$ cat src/hw/rtl/lztd_pkg.sv
// Shared constants and controller/datapath interface types for the LZSS token decompressor.
package lztd_pkg;

   localparam int HISTORY_DEPTH_DEF    = 4096;
   localparam int LENGTH_CODE_BITS_DEF = 4;

   localparam int BYTE_WIDTH    = 8;
   localparam int DIST_WIDTH    = 12;
   localparam int LEN_WIDTH     = 4;
   localparam int REMAIN_WIDTH  = 5;
   localparam int REQ_DATA_WIDTH = 24;
   localparam int RSP_DATA_WIDTH = 8;

   typedef struct packed {
      logic load;
      logic read;
      logic write;
   } cmd_type;

   typedef struct packed {
      logic is_ref;
      logic last_byte;
      logic out_free;
   } status_type;

endpackage

$ cat src/hw/rtl/lztd_ctrl.sv
// Token sequencer: accepts a token, then steps read and write phases per byte (write only for a literal).
module lztd_ctrl (
   input  logic                clock,
   input  logic                reset,
   input  logic                req_tvalid,
   output logic                req_tready,
   input  lztd_pkg::status_type status,
   output lztd_pkg::cmd_type    cmd
);
   import lztd_pkg::*;

   typedef enum logic [1:0] {
      IDLE,
      READ,
      WRITE
   } state_type;

   state_type state_ff, state_in;

   always_comb begin
      state_in   = state_ff;
      cmd        = '0;
      req_tready = 1'b0;
      unique case (state_ff)
         IDLE: begin
            req_tready = 1'b1;
            if (req_tvalid) begin
               cmd.load = 1'b1;
               state_in = status.is_ref ? READ : WRITE;
            end
         end
         READ: begin
            cmd.read = 1'b1;
            state_in = WRITE;
         end
         WRITE: begin
            if (status.out_free) begin
               cmd.write = 1'b1;
               state_in  = status.last_byte ? IDLE : READ;
            end
         end
         default: state_in = IDLE;
      endcase
   end

   always_ff @(posedge clock) begin
      if (reset) begin
         state_ff <= IDLE;
      end else begin
         state_ff <= state_in;
      end
   end

endmodule

$ cat config.mk
export PLATFORM = sky130hd
export DESIGN_NAME = lztd_ctrl
export DESIGN_NICKNAME = d
export VERILOG_FILES = /design/src/hw/rtl/lztd_pkg.sv /design/src/hw/rtl/lztd_ctrl.sv
export SDC_FILE = /design/constraint.sdc
export NUM_CORES = 1
export LEC_CHECK = 0
export BUFFER_PORTS_ARGS = -buffer_cell sky130_fd_sc_hd__buf_2
export CORE_AREA = 2 2 39 41
export DETAILED_ROUTE_END_ITERATION = 10
export DIE_AREA = 0 0 41 43
export SYNTH_ARGS = -nofsm -noshare
export SYNTH_HDL_FRONTEND = slang
export SYNTH_SLANG_ARGS = --single-unit
$ cat constraint.sdc
create_clock -name clock -period 1.2 [get_ports clock]
set_input_delay 0.24 -clock clock [delete_from_list [all_inputs] [get_ports clock]]
set_output_delay 0.24 -clock clock [all_outputs]
set_load 0.01 [all_outputs]
==> results.yml, run 1 <==
clock_tree:
  cts_tree: "yes"
  root_buffer: "clkbuf_4"
  cts.sinks: 2
  clkSlewWorstSetupHoldPaths_ns: 0.03
  cts_buffers: 3
  clk_latency_ns: 0.22
  post-cts-setup-buffer-count: 0
  cts_max_level: 1
  cts_buffer_depth: 2
detailed_routing:
  firstDrtPassIters: 1
  ant_nets: 0
  initialDrtViolationCount: 0
  dr_total_vias: 136
  via_per_inst: 3.32
  routed_wl_um: 316
  drc: 0
  wl_per_cell_um: 7.71
sta:
  post-route-period-util_pct: 96.5
  max-slew-margin-rel_pct: 86.8
  finClkSkew_ns: 0.000837
  setup_ws_ns: 0.0421
  fmax_mhz: 864
  layout_min_cycle_time_ns: 1.16
  tightest_slew_ns: 0.196
  slew_violations: 0
  rsz0062_at_grt: "true"
  hold_violations: 0
  setup_viol: 0
synthesis:
  synth_common_cells: "2 x dfxtp_1, 2 x nand3b_1"
  syn_nets: 19
  yosys.area.top_type: "dfxtp_1"
  syn_area_per_cell_um2: 8.85
  synth_compound_area_share_pct: 17.4
  syn-cell-area_um2: 115
  synthSimpleGateAreaFrac_pct: 44.6
  ys_warn_count: 0
  syn_inst: 13
  yosysTopAreaCellShare_pct: 34.8
  synthAdderAreaFrac_pct: 0
  ys_top_cells_by_area: "dfxtp_1 35%, nand3b_1 13%, and3b_2 8.7%"
  synth_edf_count: 0
  ys.flop_type: "dfxtp_1"
  synth_xor_area_share_pct: 0
  synth_top_family_by_area: "simple AND/OR/NAND/NOR gates"
  ys_seq_area_share_pct: 34.8
  synth.distinct_cells: 11
  synth_mux_area_share_pct: 0
  ys_seq_elements: 2
  synthArstFlopShare_pct: 0
setup_path:
  start_kind: "flip-flop"
  cp_max_fo: 6
  worstPathArrival_ns: 0.92
  critical_path_class: "reg2out"
  crit_path_end_kind: "primary output"
  cp_data_required_time_ns: 0.96
die:
  core_mm2: 0.00138
  die_h_um: 43
  row_count: 14
  dieArea_mm2: 0.00176
  ioPinCount: 10
  start_util_pct: 8.32
  die_x_um: 41
place:
  place_congestion: 0.437
  portBuffers: 9
  post-place-ws_ns: 0.166
hold_path:
  hold_class: "in2reg"
run_status:
  status: "complete, no violations"
final_layout:
  multi_input_area_um2: 73.8
  antennaDiodeCount: 0
  drive_above_1_share_pct: 64.0
  largest_reg_flops: 2
  nets: 33
  fillers: 161
  final_core_util_pct: 15.0
  reg_top3: "state_ff (2)"
  register_area_um2: 42.5
  synthToLayoutAreaGrowth_pct: 80.4
  regMostFlops: "state_ff"
power:
  power_density_mw_per_mm2: 1310
  p_leak_nw: 0.0963
  peakVddDrop_mv: 0.303
global_routing:
  grt_usage_pct: 4.10
  grt_max_degree: 8
  antenna_found_initial: 0
  grt_pass1_wl_um: 469
  gr-total-overflow: 0
  first_global_vias: 140
job:
  drv_cap: 0
==> final timing paths <==
kind,start,endpoint,slack (ns),cells after the start
setup / recovery,state_ff[0],cmd[0],0.04,2
hold / removal,reset,state_ff[0],0.20,2
setup reg to reg,state_ff[0],state_ff[1],0.18,2
hold reg to reg,state_ff[0],state_ff[0],0.46,1
==> critical path, cell delays in order (launching register included) <==
cell,delay [ns]
dfxtp_2,0.36
and3b_2,0.21
buf_2,0.13
==> power breakdown <==
part	leakage, nW	internal (mW)	total, mW	switching [mW]
Clock	0.0138	0.110	0.147	0.0371
Sequential	0.0172	0.0733	0.0811	0.00782
Combinational	0.0652	0.0249	0.0445	0.0196
Total	0.0963	0.208	0.273	0.0646
==> area by class of cell <==
cell class / instances / area share, %
clock buffer: 3 / 10.8
inverter: 1 / 1.81
multi-input combinational: 10 / 35.5
sequential: 2 / 20.5
tap: 16 / 9.64
timing repair buffer: 9 / 21.7
==> logic make-up after synthesis <==
family,Yosys count
and+or+nand+nor,7
AOI/OAI and AO/OA,3
DFF,2
buffers and inverters,1
==> routing by layer <==
metal	vias to the layer above	GRT usage [%]	wire, um
met1	56	3.48	125
met3	0	1.57	28
met4	0	4.00	0
met5	-	0	0
li1	74	-	-
met2	6	6.56	163
==> what timing repair did <==
| item | in CTS | in global routing |
|---|---|---|
| setup endpoints to repair | 2 | 1 |
| resized for setup | 2 | 1 |
| hold buffers | 0 | 0 |
| pin swaps | 0 | 0 |
==> per-stage QoR <==
step	std cells	TNS, ns	power (mW)	instance area [um^2]	hold slack [ns]
final	41	0	0.273	208	0.198
after global routing	41	-0.0154	0.293	208	0.214
after CTS	41	0	0.282	205	0.190
after detailed placement	38	0	0.125	180	0.436
after global placement	38	0	0.123	180	0.429
after floorplan	13	0	0.101	115	0.313
==> layout by cell type (no fill, tap or decap) <==
| cell type | instances |
|---|---|
| buf_2 | 9 |
| clkbuf_4 | 3 |
| nand3b_1 | 2 |
| dfxtp_2 | 2 |
| nor2_2 | 1 |
| and3b_2 | 1 |
| and2_1 | 1 |
| inv_1 | 1 |
| a21oi_1 | 1 |
| or4b_1 | 1 |
| o31ai_1 | 1 |
| a211oi_1 | 1 |
| nor2b_1 | 1 |
Power figures use the tool's default switching activity.
==> run 2, diff against run 1 <==
==> constraint.sdc (replaced) <==
create_clock -name clock -period 1.2 [get_ports clock]
set_input_delay 0.24 -clock clock [delete_from_list [all_inputs] [get_ports clock]]
set_output_delay 0.24 -clock clock [all_outputs]
set_load 0.02 [all_outputs]
==> run 2 against run 1 <==
  * Sequential share of layout area is 0.48 points lower
  * Final cell count unchanged
  * Via count is the same
  * Flip-flop and latch count unchanged
  * Maximum frequency down 1.3%
  * Count of clock-buffer cells in the layout unchanged
  * Core utilization is 1.3 points higher
  * Hold slack got worse by 0.0023 ns
  * First-iteration DRC count unchanged
  * Clock skew is essentially flat
  * Non-clock buffer count stayed put
  * Sequential power fell by 1%
==> results.yml, run 2 (synthesis results as in run 1) <==
run_status:
  status: "complete, no violations"
final_layout:
  nets: 33
  stdcell_count: 41
  drive_above_1_share_pct: 68.0
  regMostFlops: "state_ff"
  antennaDiodeCount: 0
  final_common_cell: "buf_2"
  synthToLayoutAreaGrowth_pct: 95.7
  reg_top3: "state_ff (2)"
  largest_reg_flops: 2
  fillers: 161
  layout_common_cells: "7 x buf_2, 3 x clkbuf_4, 2 x nand3b_1, 2 x buf_6"
clock_tree:
  cts.sinks: 2
  cts_tree: "yes"
  cts_max_level: 1
  cts_buffers: 3
  root_buffer: "clkbuf_4"
  cts_buffer_depth: 2
  clkSlewWorstSetupHoldPaths_ns: 0.03
  clk_latency_ns: 0.22
global_routing:
  gr-total-overflow: 0
  antenna_found_initial: 0
  grt_pass1_wl_um: 469
  grt_usage_pct: 4.10
  grt_max_degree: 8
  first_global_vias: 140
setup_path:
  crit_path_end_kind: "primary output"
  cp_max_fo: 6
  worstPathArrival_ns: 0.93
  critical_path_class: "reg2out"
  r2r_cells: 2
  cp_data_required_time_ns: 0.96
  start_kind: "flip-flop"
  startpoint: "state_ff[0]"
  r2r-start: "state_ff[0]"
hold_path:
  hold_start: "reset"
  hold_class: "in2reg"
  min_path_cells: 2
die:
  ioPinCount: 10
  start_util_pct: 8.32
  die_x_um: 41
  core_mm2: 0.00138
  row_count: 14
  die_h_um: 43
  dieArea_mm2: 0.00176
place:
  post-place-ws_ns: 0.166
  place_congestion: 0.437
  dp_cells: 38
  portBuffers: 9
detailed_routing:
  ant_nets: 0
  routed_wl_um: 317
  wl_per_cell_um: 7.73
  via_per_inst: 3.32
  drc: 0
  firstDrtPassIters: 1
  dr_total_vias: 136
  initialDrtViolationCount: 0
sta:
  layout_min_cycle_time_ns: 1.17
  tightest_slew_ns: 0.194
  rsz0062_at_grt: "true"
  post-route-period-util_pct: 97.7
  setup_ws_ns: 0.0273
  hold_violations: 0
  fmax_mhz: 853
  tns_ns: 0
  slew_violations: 0
  max-slew-margin-rel_pct: 86.9
  finClkSkew_ns: 0.000919
  setup_viol: 0
job:
  drv_cap: 0
power:
  p_leak_nw: 0.101
  peakVddDrop_mv: 0.304
  finalPower_mw: 0.292
  power_density_mw_per_mm2: 1290
==> run 2: routing by layer <==
layer  global-route usage, %  vias to the layer above  part of all wire, %
met5                       0                        -                    0
met4                    4.00                        0                    0
met3                    1.57                        0                  8.2
met2                    6.56                        6                   53
met1                    3.48                       54                   38
li1                        -                       76                    -
==> run 2: final cells by class <==
cell class              instances  area, um^2  area share (%)
repair buffers                  9        57.6            25.6
inverters                       1        3.75            1.67
flip-flops and latches          2        45.0            20.0
multi-input cells              10        76.3            33.9
clock buffers                   3        22.5            10.0
well taps                      16        20.0            8.89
==> run 2: metrics by stage <==
step                utilization (%)  hold slack, ns  cell area, um^2
floorplan                         -           0.313              115
global placement               13.0           0.429              180
detailed placement             13.0           0.436              180
CTS                            15.0           0.190              208
global route                   16.3           0.212              225
finish                         16.3           0.196              225
==> run 2: final timing paths <==
check                 to  slack (ns)
min          state_ff[0]        0.20
max reg2reg  state_ff[1]        0.17
max               cmd[2]        0.03
min reg2reg  state_ff[0]        0.45
==> run 2: worst max-delay path, stage by stage (launching register included) <==
cell	delay, ns
dfxtp_4	0.35
nor2_2	0.11
and2_4	0.15
buf_6	0.10
==> run 2: report_power, final <==
group | leakage [nW] | internal (mW) | switching (mW) | total [mW]
clock network | 0.0138 | 0.110 | 0.0374 | 0.148
logic | 0.0699 | 0.0337 | 0.0301 | 0.0638
registers | 0.0175 | 0.0721 | 0.00798 | 0.0801
total | 0.101 | 0.216 | 0.0755 | 0.292
==> run 2: what timing repair did <==
action                     in CTS  in global routing
gates resized for setup         3                  6
hold buffers                    0                  0
setup endpoints to repair       2                  3
setup buffers                   0                  0
